## src/sv/msdf_pkg.sv

```systemverilog
// Shared types, constants and saturation helpers for the MSD linear-fit block.
package msdf_pkg;

  // Field widths of the sample and the exact accumulators.
  localparam int unsigned XW     = 20;
  localparam int unsigned YW     = 24;
  localparam int unsigned CNT_W  = 17;
  localparam int unsigned SKIP_W = 16;
  localparam int unsigned STEP_W = 32;
  localparam int unsigned SX_W   = 36;
  localparam int unsigned SY_W   = 40;
  localparam int unsigned SXX_W  = 56;
  localparam int unsigned SXY_W  = 60;
  localparam int unsigned SYY_W  = 64;

  // Working width of the wide arithmetic unit and of the centered sums.
  localparam int unsigned BIG_W  = 256;
  localparam int unsigned HALF_W = 128;
  localparam int unsigned ROOT_W = 31;

  // Configuration register indexes.
  typedef enum logic [1:0] {
    REG_SKIP = 2'd0,
    REG_DIMS = 2'd1,
    REG_STEP = 2'd2
  } reg_idx_e;

  // Result status codes.
  typedef enum logic [2:0] {
    STAT_OK     = 3'd0,
    STAT_FEW    = 3'd1,
    STAT_XCONST = 3'd2,
    STAT_YCONST = 3'd3,
    STAT_OVER   = 3'd4
  } status_e;

  // Operations of the wide arithmetic unit.
  typedef enum logic [1:0] {
    OP_MUL  = 2'd0,
    OP_DIV  = 2'd1,
    OP_SQRT = 2'd2
  } arith_op_e;

  typedef struct packed {
    logic [XW-1:0] time_step;
    logic [YW-1:0] msd_value;
    logic          last;
  } in_t;

  typedef struct packed {
    logic [2:0]          status;
    logic signed [47:0]  slope;
    logic signed [31:0]  intercept;
    logic signed [31:0]  corr;
    logic signed [47:0]  diffusion;
  } out_t;

  // Sums of one finished data set, handed from the front to the back.
  typedef struct packed {
    logic [CNT_W-1:0] n;
    logic [SX_W-1:0]  sx;
    logic [SY_W-1:0]  sy;
    logic [SXX_W-1:0] sxx;
    logic [SXY_W-1:0] sxy;
    logic [SYY_W-1:0] syy;
    logic             ovf;
  } set_t;

  typedef struct packed {
    logic [SKIP_W-1:0] skip;
    logic              dims;
    logic [STEP_W-1:0] step;
  } cfg_t;

  typedef struct packed {
    logic             start;
    arith_op_e        op;
    logic [BIG_W-1:0] a;
    logic [BIG_W-1:0] b;
  } arith_req_t;

  typedef struct packed {
    logic             busy;
    logic             done;
    logic [BIG_W-1:0] res;
  } arith_rsp_t;

  // Clamp a sign-magnitude value into a signed 48-bit field.
  function automatic logic [47:0] sat48(logic [BIG_W-1:0] mag, logic neg);
    logic [47:0] r;
    if (neg) begin
      if ((|mag[BIG_W-1:48]) || (mag[47] && (|mag[46:0]))) r = {1'b1, 47'd0};
      else r = 48'd0 - mag[47:0];
    end else begin
      if (|mag[BIG_W-1:47]) r = {1'b0, {47{1'b1}}};
      else r = mag[47:0];
    end
    return r;
  endfunction

  // Clamp a sign-magnitude value into a signed 32-bit field.
  function automatic logic [31:0] sat32(logic [BIG_W-1:0] mag, logic neg);
    logic [31:0] r;
    if (neg) begin
      if ((|mag[BIG_W-1:32]) || (mag[31] && (|mag[30:0]))) r = {1'b1, 31'd0};
      else r = 32'd0 - mag[31:0];
    end else begin
      if (|mag[BIG_W-1:31]) r = {1'b0, {31{1'b1}}};
      else r = mag[31:0];
    end
    return r;
  endfunction

endpackage

```

## src/sv/msdf_front.sv

```systemverilog
// Sample front end: skip filter, exact running sums, and data-set hand-off.
module msdf_front #(
  parameter int unsigned MAX_SAMPLES = 65536,
  parameter int unsigned X_BITS = 20,
  parameter int unsigned Y_BITS = 24
) (
  input  logic                  clk_i,
  input  logic                  rst_ni,
  input  logic                  accept_i,
  input  msdf_pkg::in_t         sample_i,
  input  logic [15:0]           skip_i,
  output logic                  set_push_o,
  output msdf_pkg::set_t        set_o
);
  import msdf_pkg::*;

  logic [SKIP_W-1:0] skipped_q, skipped_d;
  logic [CNT_W-1:0]  cnt_q, cnt_d;
  logic [SX_W-1:0]   sx_q, sx_d;
  logic [SY_W-1:0]   sy_q, sy_d;
  logic [SXX_W-1:0]  sxx_q, sxx_d;
  logic [SXY_W-1:0]  sxy_q, sxy_d;
  logic [SYY_W-1:0]  syy_q, syy_d;
  logic              ovf_q, ovf_d;

  logic [XW-1:0]     xv;
  logic [YW-1:0]     yv;
  logic [2*XW-1:0]   xx;
  logic [XW+YW-1:0]  xy;
  logic [2*YW-1:0]   yy;

  // Only the low sample bits take part in the fit.
  assign xv = XW'(sample_i.time_step[X_BITS-1:0]);
  assign yv = YW'(sample_i.msd_value[Y_BITS-1:0]);
  assign xx = xv * xv;
  assign xy = xv * yv;
  assign yy = yv * yv;

  // Fold one transfer into the sums; a last sample hands the set over.
  always_comb begin
    skipped_d  = skipped_q;
    cnt_d      = cnt_q;
    sx_d       = sx_q;
    sy_d       = sy_q;
    sxx_d      = sxx_q;
    sxy_d      = sxy_q;
    syy_d      = syy_q;
    ovf_d      = ovf_q;
    set_push_o = 1'b0;
    if (accept_i) begin
      if (skipped_q < skip_i) begin
        skipped_d = skipped_q + SKIP_W'(1);
      end else if (cnt_q < CNT_W'(MAX_SAMPLES)) begin
        cnt_d = cnt_q + CNT_W'(1);
        sx_d  = sx_q + SX_W'(xv);
        sy_d  = sy_q + SY_W'(yv);
        sxx_d = sxx_q + SXX_W'(xx);
        sxy_d = sxy_q + SXY_W'(xy);
        syy_d = syy_q + SYY_W'(yy);
      end else begin
        ovf_d = 1'b1;
      end
    end
    set_o.n   = cnt_d;
    set_o.sx  = sx_d;
    set_o.sy  = sy_d;
    set_o.sxx = sxx_d;
    set_o.sxy = sxy_d;
    set_o.syy = syy_d;
    set_o.ovf = ovf_d;
    if (accept_i && sample_i.last) begin
      set_push_o = 1'b1;
      skipped_d  = '0;
      cnt_d      = '0;
      sx_d       = '0;
      sy_d       = '0;
      sxx_d      = '0;
      sxy_d      = '0;
      syy_d      = '0;
      ovf_d      = 1'b0;
    end
  end

  always_ff @(posedge clk_i or negedge rst_ni) begin
    if (!rst_ni) begin
      skipped_q <= '0;
      cnt_q     <= '0;
      sx_q      <= '0;
      sy_q      <= '0;
      sxx_q     <= '0;
      sxy_q     <= '0;
      syy_q     <= '0;
      ovf_q     <= 1'b0;
    end else begin
      skipped_q <= skipped_d;
      cnt_q     <= cnt_d;
      sx_q      <= sx_d;
      sy_q      <= sy_d;
      sxx_q     <= sxx_d;
      sxy_q     <= sxy_d;
      syy_q     <= syy_d;
      ovf_q     <= ovf_d;
    end
  end

endmodule

```

## config.mk

```make
export PLATFORM = sky130hd
export DESIGN_NAME = msdf_front
export DESIGN_NICKNAME = d
export VERILOG_FILES = /design/src/sv/msdf_pkg.sv /design/src/sv/msdf_front.sv
export SDC_FILE = /design/constraint.sdc
export NUM_CORES = 2
export LEC_CHECK = 0
export ABC_AREA = 1
export BUFFER_PORTS_ARGS = -buffer_cell sky130_fd_sc_hd__buf_2
export CAP_MARGIN = 25
export CORE_MARGIN = 1
export CORE_UTILIZATION = 35
export CTS_CLUSTER_SIZE = 25
export DETAILED_ROUTE_END_ITERATION = 7
export GPL_ROUTABILITY_DRIVEN = 1
export PLACE_DENSITY = 0.5
export SYNTH_ARGS = -nofsm -noshare
export SYNTH_HDL_FRONTEND = slang
export SYNTH_SLANG_ARGS = --single-unit
```

## constraint.sdc

```tcl
create_clock -name clk_i -period 14.4 [get_ports clk_i]
set_input_delay 2.16 -clock clk_i [delete_from_list [all_inputs] [get_ports clk_i]]
set_output_delay 2.16 -clock clk_i [all_outputs]
set_load 0.05 [all_outputs]
```

; After elaboration in Yosys (flattened, before gate mapping)
; Cells that the tools add are included.
[classes]
n_addsub = 7
multipliers = 3
magnitude_cmp = 2
mux = 32
reduce_logical = 4
[ops]
columns = cell, n
row1 = $mux W64, 4
row2 = $mux W60, 4
row3 = $mux W56, 4
row4 = $mux W40, 4
row5 = $mux W36, 4
row6 = $mux W17, 4
row7 = $add A64 B48 Y64, 1
row8 = $add A60 B44 Y60, 1
row9 = $add A56 B40 Y56, 1
row10 = $mul A24 B24 Y48, 1
row11 = $mux W16, 3
row12 = $mul A20 B24 Y44, 1
row13 = $add A40 B24 Y40, 1
row14 = $mul A20 B20 Y40, 1
row15 = $add A36 B20 Y36, 1
row16 = $add A17 B1 Y17 const B, 1
row17 = $lt A17 B17 Y1 const B, 1
row18 = $add A16 B1 Y16 const B, 1
row19 = $lt A16 B16 Y1, 1
row20 = $mux W1, 5
row21 = $reduce_bool A2 Y1, 2
row22 = $reduce_and A2 Y1, 1
row23 = $logic_and A1 B1 Y1, 1
[totals]
register_bits = 290
in_bits = 64
elab_cells = 56

; Logic depth before layout (Yosys ltp)
[depth]
depth_word = 6
ltp_mapped = 34

; Least setup slack after synthesis
; No wires, ideal clock.
[synth_path]
path_type = input-to-output
from = input port sample_i[3] (netlist name)
to = output port set_o[24] (netlist name)
arrival_time_ns = 8.732
t_required_ns = 12.240
path_slack_ns = 3.508
stages = 26
path_buffers = 2
cell_sequence = clkbuf_1 clkbuf_1 nand2_1 fa_1 inv_1 fa_1 inv_1 fa_1 inv_1 fa_1 inv_1 fa_1 inv_1 fa_1 inv_1 fa_1 inv_1 ha_1 nand2_1 inv_1 nand2_1 nor3_1 nand3_1 nand2_1 xnor2_1 o21ai_0
[synth_lines]
columns = element, line
row1 = start: declaration, msdf_front.sv:10  ; input msdf_pkg::in_t sample_i,
row2 = end: declaration, msdf_front.sv:13  ; output msdf_pkg::set_t set_o

==> flow_metrics.tcl <==
set metrics [dict create \
    initial_core_util_pct 35.2 \
    cp_common_cell "nand2_1" \
    fin_crit_ns 12.12 \
    setup_viol 0 \
    skew_ns 0.0452 \
    grt_pass1_vias 63500 \
    synthFlopType "dfrtp_1" \
    htree_levels 2 \
    yosysWarnings 0 \
    max_stage_delay_ns 0.59 \
    async_flop_share_pct 100 \
    dp_hpwl_um 209000 \
    slew_headroom_pct 27.5 \
    hp-class "reg -> reg" \
    synth_top_area_cell "fa_1" \
    syn_area_per_cell_sq_um 7.20 \
    synth_area_leaders "fa_1 (35%), inv_1 (15%), nand2_1 (14%), dfrtp_1 (10%), ha_1 (9.9%)" \
    status "finished clean" \
    cp.required_ns 12.24 \
    cts.sink_count 290 \
    max_freq_ghz 0.0825 \
    clk-insertion-delay-late_ns 0.71 \
    vias 59900 \
    fin_nets 11800 \
    antenna_found_initial 15 \
    ys_top_cells_by_count "inv_1 (2810), nand2_1 (2647), fa_1 (1222)" \
    crit_fanout 25 \
    core_region_area_sq_mm 0.200 \
    tritoncts "yes" \
    hold_path_end "ovf_q" \
    hold_start "ovf_q" \
    nFillCells 21300 \
    grt_overflow 0 \
    portBuffers 338 \
    drc_errors 0 \
    ioPinCount 339 \
    clk_pin_slew_ns 0.06 \
    period_share_pct 84.2 \
    first_pass_iters 6 \
    crit_buf_inv 7 \
    regArea_sq_mm 0.00726 \
    critPathTopFamily "adder cells" \
    synth_edf_count 0 \
    syn_area_sq_mm 0.0703 \
    crit_path_start_kind "primary input" \
    syn-num-nets 11600 \
    final_util_pct 38.3 \
    cts_hold_buf 0 \
    die_area_sq_mm 0.203 \
    grt_usage_pct 25.1 \
    fin_tns_setup_ns 0 \
    detail_route.wl_per_cell_um 19.9 \
    synth_cells 9766 \
    post_cts_buffers 0 \
    cts_buffers 48 \
    final_layout_size_suffix_gt1_share_pct 5.54 \
    hold_viol_final 0 \
    wl_um 251000 \
    grt_pass1_wl_um 389000 \
    regToRegSetupSlack_ns 8.37 \
    place_congestion 0.956 \
    ys_ff_latch 290 \
    cts_resized 0 \
    clk_path_buf_depth 3 \
    syn2layout_area_growth_pct 8.76 \
    rr_startpoint "sxy_q[19]" \
    crit_arrival_ns 9.96 \
    via_per_inst 4.74 \
    rsz0062_at_grt "false" \
    grt_max_degree 134 \
    end_kind "primary output" \
    r2r_cells 20 \
    worst_slew_pin_slew_ns 1.08 \
    dieHeight_um 450 \
    worst_r2r_endpoint "sxy_q[49]" \
    drv_slew 0 \
    die_w_um 450 \
    drt_iter0_drc 3601 \
    cap_violations 0 \
    synth.most_common_cell "inv_1" \
    multiInputGateArea_sq_mm 0.0513 \
    ant_nets 0 \
    row_count 164 \
    synth.distinct_cells 39 \
    cts_root_buf "clkbuf_16" \
    synth-seq-area-share_pct 10.3 \
    synth_top_area_share_pct 34.8 \
    hold_depth 2 \
    criticalPathCategory "in -> out" \
    crit_slowest_cell "buf_2" \
]
-- sequential cells by signal (all words and copies together), names as in the netlist --
register   cells
ovf_q          1
skipped_q     16
cnt_q         17
sy_q          40
syy_q         64
sxy_q         60
sx_q          36
sxx_q         56
-- layer usage --
metal	routed length, um	track usage (%)	vias to the layer above
met5	0	0	-
li1	-	-	28500
met4	8780	7.63	0
met1	110000	33.1	29600
met2	122000	43.3	1443
met3	10300	2.32	330
-- layout by cell type (no fill, tap or decap), drive strengths merged, types with 14 or more instances in the layout --
master	count
nor2	606
nor4	14
nor3	64
nand3b	20
nand4	64
o21a	18
ha	557
o21bai	28
buf	420
xnor2	42
xor2	111
clkbuf	63
a21oi	368
dfrtp	290
inv	2815
nand3	315
or2	42
fa	1222
nand2	2649
o21ai	193
-- per-stage QoR --
step / area, sq um / std cells / worst slack (ns) / hold slack, ns
finish: 76500 / 12600 / 2.28 / 0.530
global route: 76500 / 12600 / 1.99 / 0.563
CTS: 76500 / 12600 / 2.25 / 0.527
detailed placement: 74800 / 12500 / 2.30 / 0.516
global placement: 74800 / 12500 / 2.26 / 0.509
floorplan: 70300 / 9766 / 3.51 / 0.495
-- worst max-delay path by stage --
stage                            start         to  slack [ns]  cells past startpoint
final                     sample_i[16]  set_o[64]        2.28                     27
after global routing      sample_i[16]  set_o[64]        1.99                     27
after CTS                 sample_i[16]  set_o[64]        2.25                     27
after detailed placement  sample_i[16]  set_o[64]        2.30                     27
after global placement    sample_i[16]  set_o[64]        2.26                     27
after floorplan            sample_i[3]  set_o[24]        3.51                     26
-- worst min-delay path: stages (launching register included) --
cell,delay [ns]
dfrtp_1,0.36
inv_1,0.07
a21oi_1,0.06
-- area by class of cell --
| type | count | share of cell area, % |
|---|---|---|
| Multi-Input combinational cell | 6356 | 67.0 |
| Inverter | 2813 | 13.8 |
| Sequential cell | 290 | 9.49 |
| Tap cell | 2656 | 4.35 |
| Timing Repair Buffer | 420 | 3.10 |
| Clock buffer | 63 | 1.76 |
| Clock inverter | 26 | 0.427 |
| Antenna cell | 6 | 0.0196 |
-- cells by family (layout without fill, tap and decap cells) --
kind of cell / after synthesis / count (layout) / synth area share [%]
adders and majority gates: 1779 / 1779 / 44.7
buffers and inverters: 3120 / 3322 / 16.8
AOI/OAI and AO/OA: 630 / 630 / 4.74
and+or+nand+nor: 3794 / 3794 / 21.5
xor gates and xnor gates: 153 / 153 / 1.91
other: 0 / 6 / 0
DFF: 290 / 290 / 10.3
Power is not shown: default switching activity piles up to over one toggle a cycle in this logic, so the estimate is an artifact.
