File: src/sv/msdf_queue.sv
// Small first-in first-out queue of registers for any payload type.
module msdf_queue #(
  parameter type T = logic,
  parameter int unsigned DEPTH = 2
) (
  input  logic clk_i,
  input  logic rst_ni,
  input  logic push_i,
  input  T     data_i,
  output logic full_o,
  input  logic pop_i,
  output T     data_o,
  output logic empty_o
);
  localparam int unsigned PW = $clog2(DEPTH);
  localparam int unsigned CW = $clog2(DEPTH + 1);

  T                entries_q [DEPTH];
  logic [PW-1:0]   wr_q, wr_d, rd_q, rd_d;
  logic [CW-1:0]   cnt_q, cnt_d;

  assign full_o  = (cnt_q == CW'(DEPTH));
  assign empty_o = (cnt_q == '0);
  assign data_o  = entries_q[rd_q];

  // Pointer and fill-count update.
  always_comb begin
    wr_d  = wr_q;
    rd_d  = rd_q;
    cnt_d = cnt_q;
    if (push_i) begin
      wr_d = (wr_q == PW'(DEPTH - 1)) ? '0 : wr_q + PW'(1);
    end
    if (pop_i) begin
      rd_d = (rd_q == PW'(DEPTH - 1)) ? '0 : rd_q + PW'(1);
    end
    if (push_i && !pop_i) begin
      cnt_d = cnt_q + CW'(1);
    end else if (pop_i && !push_i) begin
      cnt_d = cnt_q - CW'(1);
    end
  end

  always_ff @(posedge clk_i or negedge rst_ni) begin
    if (!rst_ni) begin
      wr_q  <= '0;
      rd_q  <= '0;
      cnt_q <= '0;
    end else begin
      wr_q  <= wr_d;
      rd_q  <= rd_d;
      cnt_q <= cnt_d;
    end
  end

  // Payload storage.
  always_ff @(posedge clk_i) begin
    if (push_i) begin
      entries_q[wr_q] <= data_i;
    end
  end

`ifndef ASSERT_OFF
  a_no_push_full: assert property (@(posedge clk_i) disable iff (!rst_ni)
    push_i |-> (!full_o || pop_i))
    else $error("queue written while full");
`endif

endmodule

File: config.mk
export PLATFORM = sky130hd
export DESIGN_NAME = msdf_queue
export DESIGN_NICKNAME = d
export VERILOG_FILES = /design/src/sv/msdf_queue.sv
export SDC_FILE = /design/constraint.sdc
export NUM_CORES = 1
export LEC_CHECK = 0
export BUFFER_PORTS_ARGS = -buffer_cell sky130_fd_sc_hd__buf_2
export CORE_AREA = 10 10 47 49
export DETAILED_ROUTE_END_ITERATION = 8
export DIE_AREA = 0 0 57 59
export HOLD_SLACK_MARGIN = 0.1
export SLEW_MARGIN = 20
export SYNTH_ARGS = -nofsm -noshare
export SYNTH_HDL_FRONTEND = slang
export SYNTH_SLANG_ARGS = --single-unit
File: constraint.sdc
create_clock -name clk_i -period 1.6 [get_ports clk_i]
set_clock_uncertainty 0.2 [all_clocks]
set_input_delay 0.16 -clock clk_i [delete_from_list [all_inputs] [get_ports clk_i]]
set_output_delay 0.16 -clock clk_i [all_outputs]
set_load 0.02 [all_outputs]
# --- Word level (Yosys, flattened, before mapping) ---
# Memories as Yosys holds them, arrays and structs flattened.
# Index checks and enable logic that the tools add are counted.
totals:
  reg_bits: 4
  mem_bits_rw: 2
  input_bits: 5
  wordCells: 21
  memories: 1
mem_list:
  columns: ["memory", "words", "word_bits", "rd", "rd_ports_with_merged_regs", "write_ports", "line", "source"]
  rows:
  - ["entries_q", 2, 1, 1, 0, 1, "18", "T entries_q [DEPTH];"]
op_classes:
  n_addsub: 4
  eq_ne: 1
  mux: 6
  n_reduce_logical: 6
ops:
  columns: ["op", "count"]
  rows:
  - ["$mux W1", 4]
  - ["$mux W2", 2]
  - ["$add A1 B1 Y1 const B", 2]
  - ["$add A2 B1 Y2 const B", 1]
  - ["$eq A2 B2 Y1 const B", 1]
  - ["$logic_and A1 B1 Y1", 2]
  - ["$logic_not A1 Y1", 2]
  - ["$logic_not A2 Y1", 1]
  - ["$reduce_bool A2 Y1", 1]
  - ["$sub A2 B1 Y2 const B", 1]

# --- Logic depth before layout (Yosys ltp) ---
# Gate-level depths: netlist of run 1.
depth:
  ltp_word: 4
  mapped_depth: 5
  mapped_depth_nobuf: 5

# --- Worst setup path after synthesis of run 1 ---
# Ideal clock, no wire load.
synth_path:
  kind: "reg2out"
  start: "register rd_q"
  end: "output data_o"
  t_arrival_ns: 0.728
  required_time_ns: 1.240
  slack_ns: 0.512
  path_stages_with_launch: 2
  n_path_buf: 0
  cell_sequence: "dfrtp_1 > mux2_2"
synth_via:
  elab_chain_cells: 1
synth_rtl:
  columns: ["item", "line", "source"]
  rows:
  - ["from (decl)", "19", "logic [PW-1:0] wr_q, wr_d, rd_q, rd_d;"]
  - ["from (signal assigned)", "51", "rd_q <= rd_d;"]
  - ["$mem_v2 Z2 W1", null, null]
  - ["to (decl)", "12", "output T data_o,"]
# No other way between the ends.

# --- Worst setup path after layout of run 1 ---
layout_path:
  start: "input push_i"
  end: "register cnt_q[1]"
layout_via:
  elab_chain_cells: 3
  word_cells_on_any_way: 5
  cone_classes: "1 x mux; 4 x reduce/logical"
layout_rtl:
  columns: ["item", "line", "source"]
  rows:
  - ["from (decl)", "8", "input logic push_i,"]
  - ["$logic_not A1 Y1", "39", "end else if (pop_i && !push_i) begin"]
  - ["$logic_and A1 B1 Y1", "39", null]
  - ["$reduce_bool A2 Y1 (no source line)", null, null]
  - ["to (signal assigned)", "52", "cnt_q <= cnt_d;"]
  - ["to (decl)", "20", "logic [CW-1:0] cnt_q, cnt_d;"]
# Several ways; a longest one is shown, not always the timed one.
# A chain may end at the register's enable or synchronous reset.

==> flow_summary_export.csv, run 1 <==
group,metric,value,unit
outcome,status,"completed",
logic_synthesis,synthXorXnorAreaFrac,0.168,
grt,gr-total-overflow,0,
detailed_routing,drc,0,
logic_synthesis,synth.yosys.seq_area_share,0.615,
cells_and_area,area_growth,50.5,%
sta,worst_slew_margin_rel,0.861,
floorplanning,rows,14,
grt,antenna_found_initial,0,
clocking,htreeDepth,1,
place,hpwlAfterDp,368,um
sta,slew_violations,0,
critical_path,r2r_cells,3,
critical_path,criticalPathCategory,"input port to register",
logic_synthesis,synth-simple-area-share,0.111,
detailed_routing,drt-initial-drc-count,0,
logic_synthesis,synth_warnings,0,
grt,grt_max_degree,5,
floorplanning,io_pins,8,
sta,fin_hold_ws,0.285,ns
logic_synthesis,synth_top_area_cell,"dfrtp_1",
sta,final.setup.tns,0,ns
detailed_routing,wire_per_inst,10.7,um
grt,track_usage,0.0377,
min_path,min_from,"wr_q",
clocking,cts_made_buffers,3,
critical_path,cp.arrival,1.44,ns
logic_synthesis,synth_top_family_by_area,"XOR/XNOR gates",
critical_path,cp.required,1.57,ns
critical_path,r2r-end,"cnt_q[1]",
power,p_leak,0.182,nW
floorplanning,die_height,59,um
sta,timing.final.crit_share,0.921,
detailed_routing,antenna_left,0,
detailed_routing,via_per_inst,3.65,
min_path,holdPathEnd,"wr_q",
cells_and_area,drive_gt1_frac,0.343,
logic_synthesis,synth_area_per_cell,13.7,um2
grt,grt_pass1_vias,214,
floorplanning,start_util,0.186,
sta,finalSetupViolCount,0,
logic_synthesis,synth_top_area_frac,0.385,
floorplanning,core_area,1400,um2
clocking,root_buffer,"clkbuf_4",
min_path,hold_class,"register to register",
logic_synthesis,netlist_area,260,um2
critical_path,worstReg2RegStart,"cnt_q[0]",
clocking,clk_pin_slew,0.05,ns
critical_path,crit_start,"push_i",
sta,worst_pin_slew,0.208,ns
critical_path,r2r_setup_slack,0.48,ns
clocking,clk_latency,0.24,ns
sta,min_period,1.47,ns
place,io_buffers,7,
detailed_routing,first_pass_iters,1,
critical_path,end_kind,"register",
critical_path,cp_max_fo,4,
logic_synthesis,synthAdderAreaFrac,0.0481,
logic_synthesis,synth_compound_area_frac,0,
logic_synthesis,synthTopCellsByArea,"dfrtp_1 38%, edfxtp_1 23%, xor2_1 13%",
critical_path,setup.worst_path.start_class,"input port",
sta,finalHoldViolations,0,
flow_run,cap_violations,0,
logic_synthesis,syn_nets,25,
min_path,whs_path_depth,1,
logic_synthesis,synth_cell_types,11,
logic_synthesis,synthMuxAreaShare,0.0433,
detailed_routing,via_count,186,
sta,rsz0062_at_grt,"false",
clocking,tritoncts,"yes",
power,peakVddDrop,0.000582,V
clocking,post_cts_buffers,0,
logic_synthesis,ys_seq_elements,6,
power,power_density,1630,nW/um2
clocking,clk_path_buf_depth,2,
cells_and_area,antenna_cells,0,
cells_and_area,nNetsFinal,42,
floorplanning,die_w,57,um
cells_and_area,fill_cells,157,
place,globalplace.congestion,0.627,
logic_synthesis,syn_inst,19,
detailed_routing,drt_wl_total,546,um
grt,grt_pass1_wl,903,um
sta,fmax,679,MHz
clocking,clock_sinks,6,
floorplanning,die_area,3360,um2
kinds of logic (layout without fill, tap and decap cells):
family                     count (synthesis)  count (layout)
muxes                                      1               1
DFF                                        6               6
buffers and inverters                      1              17
xor gates and xnor gates                   5               5
adders and majority gates                  1               1
and+or+nand+nor                            5               5
synthesized netlist by cell type:
master / number
dfrtp_1: 4
ha_1: 1
and2b_2: 1
xnor2_1: 1
nor2_1: 2
edfxtp_1: 2
nor2b_1: 1
xor2_1: 4
and2_1: 1
inv_1: 1
mux2_2: 1
worst max path at each step:
stage                           to  slack, ns
after floorplan             data_o       0.51
after global placement      data_o       0.42
after detailed placement    data_o       0.40
after CTS                   data_o       0.11
after global routing      cnt_q[1]       0.07
final                     cnt_q[1]       0.13
layout make-up:
| cell class | count | area, um2 | area share |
|---|---|---|---|
| well taps | 16 | 20.0 | 0.0511 |
| multi-input cells | 12 | 96.3 | 0.246 |
| flip-flops and latches | 6 | 160 | 0.409 |
| repair buffers | 12 | 85.1 | 0.217 |
| clock buffers | 4 | 26.3 | 0.0671 |
| inverters | 1 | 3.75 | 0.00958 |
sequential cells by signal, indices dropped and copies added, names as in the netlist:
name	flops
wr_q	1
rd_q	1
entries_q	2
cnt_q	2
layer usage:
layer	wire length [um]	vias to the layer above	share of wire	GRT usage
li1	-	92	-	-
met1	241	87	0.44	0.0299
met2	235	7	0.43	0.0496
met3	68	0	0.12	0.0451
met4	0	0	0	0.0302
met5	0	-	0	0
critical path, stage by stage:
cell and delay, ns:
dlygate4sd3_1 0.53, buf_2 0.15, ha_1 0.21, xor2_1 0.14, nor2_1 0.11, xor2_1 0.14
per-stage QoR:
stage	setup WS (ns)	total power, mW	cells	area [um2]	utilization
5_1_grt	0.0722	0.684	51	392	0.279
2_1_floorplan	0.512	0.416	19	260	-
6_report	0.127	0.638	51	392	0.279
3_3_place_gp	0.418	0.475	42	315	0.225
3_5_place_dp	0.398	0.479	42	315	0.225
4_1_cts	0.112	0.654	51	392	0.279
layout by cell type, fill, tap and decap left out, drive strengths merged:
cell type	count
and2	1
and2b	1
buf	7
clkbuf	4
dfrtp	4
dlygate4sd3	5
edfxtp	2
ha	1
inv	1
mux2	1
nor2	2
nor2b	1
xnor2	1
xor2	4
what timing repair did:
| action | in CTS | in global routing |
|---|---|---|
| endpoints found under the hold margin | 9 | 0 |
| hold buffers | 5 | 0 |
| resized for setup | 0 | 0 |
power breakdown:
part	internal [mW]	leakage, nW	switching (mW)
combinational	0.104	0.101	0.104
sequential	0.225	0.0654	0.0519
clock	0.0948	0.0150	0.0590
Note: power is estimated with default switching activity, not from simulation.
==> run 2, diff against run 1 <==
--- a/config.mk
+++ b/config.mk
@@ -10,6 +10,7 @@
 export DETAILED_ROUTE_END_ITERATION = 8
 export DIE_AREA = 0 0 57 59
 export HOLD_SLACK_MARGIN = 0.1
+export PLACE_DENSITY = 0.4
 export SLEW_MARGIN = 20
 export SYNTH_ARGS = -nofsm -noshare
 export SYNTH_HDL_FRONTEND = slang
==> run 2 against run 1 <==
Critical path depth is 1 lower. Clock power decreased by 8%. Sequential cell count unchanged. Die area unchanged. Combinational power barely moved. Cell count shrank 2.0%. Design area fell by 0.96%. Sequential power about the same. Power down 1.5%. Core utilization fell by 0.27 points. Hold slack improved by 0.0060 ns. Sequential share of layout area increased by 0.40 points.
==> flow_summary_export.csv, run 2 (synthesis gave the netlist of run 1 again) <==
group,metric,value,unit
outcome,status,"completed",
detailed_routing,via_per_inst,3.62,
cells_and_area,reg_top3,"cnt_q: 2 flops, entries_q: 2 flops",
sta,fmax,674,MHz
floorplanning,rows,14,
detailed_routing,drt_wl_total,536,um
critical_path,slowest_stage,"dlygate4sd3_1",
cells_and_area,final_common_cell,"buf_2",
cells_and_area,seq_area,160,um2
critical_path,setup.worst_path.start_class,"input port",
grt,grt_pass1_vias,203,
place,globalplace.congestion,0.668,
sta,timing.final.crit_share,0.927,
cells_and_area,multi_input_area,96.3,um2
grt,grt_max_degree,5,
detailed_routing,wire_per_inst,10.7,um
sta,finalSetupViolCount,0,
clocking,clk_path_buf_depth,2,
grt,grt_pass1_wl,862,um
sta,finalHoldViolations,0,
critical_path,criticalPathCategory,"input port to register",
sta,slew_violations,0,
flow_run,cap_violations,0,
cells_and_area,nNetsFinal,42,
power,p_leak,0.181,nW
clocking,tritoncts,"yes",
min_path,whs_path_depth,1,
critical_path,end_kind,"register",
clocking,post_cts_resized,0,
detailed_routing,antenna_left,0,
sta,fin_hold_ws,0.291,ns
clocking,root_buffer,"clkbuf_4",
grt,antenna_found_initial,0,
cells_and_area,fill_cells,155,
clocking,clk_pin_slew,0.05,ns
detailed_routing,drc,0,
place,place_ws,0.402,ns
sta,worst_pin_slew,0.213,ns
critical_path,cp.arrival,1.45,ns
clocking,clock_sinks,6,
floorplanning,die_height,59,um
sta,rsz0062_at_grt,"false",
power,power_density,1620,nW/um2
critical_path,cp_max_fo,4,
sta,final.setup.tns,0,ns
cells_and_area,antenna_cells,0,
sta,min_period,1.48,ns
floorplanning,die_w,57,um
floorplanning,die_area,3360,um2
detailed_routing,first_pass_iters,1,
clocking,clk_latency,0.24,ns
detailed_routing,drt-initial-drc-count,0,
floorplanning,start_util,0.186,
sta,worst_slack,0.116,ns
critical_path,slowest_delay,0.52,ns
cells_and_area,area_growth,49.0,%
min_path,hold_class,"register to register",
clocking,htreeDepth,1,
floorplanning,core_area,1400,um2
grt,gr-total-overflow,0,
sta,worst_slew_margin_rel,0.858,
critical_path,cp.required,1.57,ns
power,power,629,uW
place,io_buffers,7,
critical_path,r2r_cells,3,
clocking,cts_made_buffers,3,
cells_and_area,mostFrequentLayoutCells,"7 x buf_2, 5 x dlygate4sd3_1, 4 x xor2_1, 4 x dfrtp_1, 3 x clkbuf_4",
detailed_routing,via_count,181,
grt,track_usage,0.0378,
cells_and_area,drive_gt1_frac,0.353,
power,peakVddDrop,0.000482,V
floorplanning,io_pins,8,
critical_path,path_cells,"dlygate4sd3_1, buf_2, ha_1, nor2_1, xor2_1",
## run 2: critical path: cells and delay by family
kind                       cells  cell delay (ns)
buffers and inverters          2             0.67
adders and majority gates      1             0.32
xor gates and xnor gates       1             0.16
and+or+nand+nor                1             0.14
## run 2: final cells by class
cell class	instances	area share
clock buffer	3	0.0581
timing repair buffer	12	0.219
multi-input combinational	12	0.248
sequential	6	0.413
tap	16	0.0516
inverter	1	0.00968
## run 2: metal layers
layer / GRT usage / vias to the layer above / part of all wire
met5: 0 / - / 0
met2: 0.0419 / 7 / 0.42
met1: 0.0325 / 80 / 0.37
met3: 0.0322 / 4 / 0.14
li1: - / 90 / -
met4: 0.0604 / 0 / 0.069
## run 2: where the power goes
group | switching, mW | leakage, nW | internal, mW | total, mW
Combinational | 0.107 | 0.101 | 0.104 | 0.211
Clock | 0.0560 | 0.0138 | 0.0849 | 0.141
Sequential | 0.0519 | 0.0654 | 0.225 | 0.277
## run 2: timing repair
action | in CTS | in global routing
endpoints found under the setup margin | 0 | 0
hold endpoints to repair | 9 | 0
setup buffers | 0 | 0
hold buffers | 5 | 0
## run 2: per-stage QoR
step                instances   util  area (um2)
floorplan                  19      -         260
CTS                        50  0.277         388
global route               50  0.277         388
detailed placement         42  0.225         315
global placement           42  0.225         315
finish                     50  0.277         388
## run 2: final timing paths
path	startpoint	end	slack [ns]
setup / recovery	push_i	cnt_q[1]	0.12
hold / removal	wr_q	wr_q	0.29
setup reg to reg	cnt_q[0]	cnt_q[1]	0.45
hold reg to reg	wr_q	wr_q	0.29
max in group asynchronous	rst_ni	wr_q	0.40
min in group asynchronous	rst_ni	cnt_q[0]	0.62
==> run 3, diff against run 2 <==
--- a/config.mk
+++ b/config.mk
@@ -10,7 +10,6 @@
 export DETAILED_ROUTE_END_ITERATION = 8
 export DIE_AREA = 0 0 57 59
 export HOLD_SLACK_MARGIN = 0.1
-export PLACE_DENSITY = 0.4
 export SLEW_MARGIN = 20
 export SYNTH_ARGS = -nofsm -noshare
 export SYNTH_HDL_FRONTEND = slang
==> constraint.sdc (replaced) <==
create_clock -name clk_i -period 1.6 [get_ports clk_i]
set_clock_uncertainty 0.2 [all_clocks]
set_input_delay 0.32 -clock clk_i [delete_from_list [all_inputs] [get_ports clk_i]]
set_output_delay 0.32 -clock clk_i [all_outputs]
set_load 0.02 [all_outputs]
==> run 3 against run 2 <==
Power grew 11%. Sequential power barely moved. Clock power up 9.9%. Core utilization rose by 1.3 points. Critical path type is now register to output pin. Register-to-register slack got worse by 0.08 ns.
==> flow_summary_export.csv, run 3 (synthesis gave the netlist of run 1 again) <==
group,metric,value,unit
floorplanning,die_area,3360,um2
detailed_routing,via_count,195,
sta,finalSetupViolCount,0,
sta,min_period,1.59,ns
critical_path,setup.worst_path.start_class,"register",
critical_path,cp.required,1.08,ns
clocking,tritoncts,"yes",
sta,slew_violations,0,
critical_path,end_kind,"output pin",
place,dp_cells,42,
sta,final.setup.tns,0,ns
clocking,cts_made_buffers,3,
power,p_leak,0.194,nW
clocking,htreeDepth,1,
cells_and_area,nNetsFinal,43,
floorplanning,rows,14,
flow_run,cap_violations,0,
power,peakVddDrop,0.000579,V
sta,fmax,630,MHz
power,power_density,1710,nW/um2
floorplanning,io_pins,8,
grt,gr-total-overflow,0,
sta,worst_pin_slew,0.137,ns
cells_and_area,seq_area,160,um2
detailed_routing,first_pass_iters,1,
power,pwr-share-seq,0.393,
critical_path,cp_max_fo,2,
clocking,clock_sinks,6,
power,comb_power_share,0.385,
grt,grt_pass1_wl,765,um
cells_and_area,multi_input_area,100,um2
outcome,status,"completed",
cells_and_area,reg_top3,"cnt_q: 2 flops, entries_q: 2 flops",
detailed_routing,antenna_left,0,
place,hpwlAfterDp,368,um
sta,rsz0062_at_grt,"true",
detailed_routing,drc,0,
floorplanning,start_util,0.186,
cells_and_area,mostFrequentLayoutCells,"6 x buf_2, 4 x xor2_1, 4 x dfrtp_1, 4 x dlygate4sd3_1, 3 x clkbuf_4",
cells_and_area,antenna_cells,0,
sta,finalHoldViolations,0,
place,globalplace.congestion,0.627,
critical_path,cp.arrival,1.07,ns
detailed_routing,drt_wl_total,488,um
floorplanning,core_area,1400,um2
sta,timing.final.crit_share,0.992,
floorplanning,die_height,59,um
clocking,root_buffer,"clkbuf_4",
min_path,hold_class,"input port to asynchronous set/reset pin",
cells_and_area,drive_gt1_frac,0.389,
grt,grt_pass1_vias,200,
place,place_ws,0.238,ns
cells_and_area,final_common_cell,"buf_2",
sta,worst_slew_margin_rel,0.909,
power,switchingPower,226,uW
grt,antenna_found_initial,0,
sta,worst_slack,0.0135,ns
cells_and_area,fill_cells,156,
cells_and_area,design_area,407,um2
place,io_buffers,7,
power,swShare,0.324,
clocking,clk_pin_slew,0.05,ns
detailed_routing,wire_per_inst,9.38,um
detailed_routing,via_per_inst,3.75,
detailed_routing,drt-initial-drc-count,0,
cells_and_area,layoutNonFillerInstCount,52,
critical_path,criticalPathCategory,"register to output pin",
floorplanning,die_w,57,um
cells_and_area,area_growth,56.2,%
grt,track_usage,0.0325,
clocking,clk_latency,0.25,ns
place,place_area,315,um2
power,pwr-share-clk,0.222,
clocking,clk_path_buf_depth,2,
grt,grt_max_degree,5,
cells_and_area,fin_util,0.290,
power,internal_power,471,uW
## run 3: changes by cell type in the layout (fill, tap and decap cells not counted), sizes merged
cell	change
buf	+2
clkbuf	+1
dlygate4sd3	-1
## run 3: what timing repair did
action / 4_1_cts / 5_1_grt
buffers inserted: 1 / 1
hold buffers: 4 / 0
endpoints found under the setup margin: 1 / 2
pin swaps: 0 / 0
gates resized for setup: 3 / 0
endpoints found under the hold margin: 8 / 0
## run 3: final timing paths
| kind | cells past startpoint | to | from | slack (ns) |
|---|---|---|---|---|
| min in group clk_i | 2 | entries_q[1] | push_i | 0.23 |
| setup / recovery | 2 | data_o | rd_q | 0.01 |
| hold reg to reg | 1 | wr_q | wr_q | 0.28 |
| hold / removal | 2 | rd_q | rst_ni | 0.21 |
| max in group asynchronous | 2 | wr_q | rst_ni | 0.87 |
| setup reg to reg | 4 | cnt_q[1] | cnt_q[0] | 0.37 |
## run 3: routing by layer
layer / GRT usage / up-vias / wire length (um)
met3: 0.0451 / 2 / 77
met1: 0.0251 / 89 / 207
met5: 0 / - / 0
met4: 0.0302 / 0 / 12
met2: 0.0372 / 9 / 191
li1: - / 95 / -
## run 3: critical path, cell delays in order, from the launching register on
cell and delay (ns):
dfrtp_1 0.39, mux2_4 0.30, buf_6 0.13
## run 3: cell type report
| type | instances | share of cell area |
|---|---|---|
| clock buffers | 4 | 0.0646 |
| inverters | 1 | 0.00923 |
| multi-input cells | 12 | 0.246 |
| flip-flops and latches | 6 | 0.394 |
| well taps | 16 | 0.0492 |
| repair buffers | 13 | 0.237 |
## run 3: through the flow
step | hold WS (ns) | power (mW)
global route | 0.217 | 0.742
detailed placement | -0.0669 | 0.479
global placement | -0.0668 | 0.475
floorplan | -0.176 | 0.416
finish | 0.206 | 0.697
CTS | 0.196 | 0.693
## run 3: power by group through the flow
stage                     logic [mW]  clock network, mW  registers [mW]
after global placement         0.199                  0           0.276
after detailed placement       0.201                  0           0.278
after floorplan                0.149                  0           0.267
after CTS                      0.252              0.164           0.276
final                          0.268              0.155           0.274
after global routing           0.291              0.169           0.282
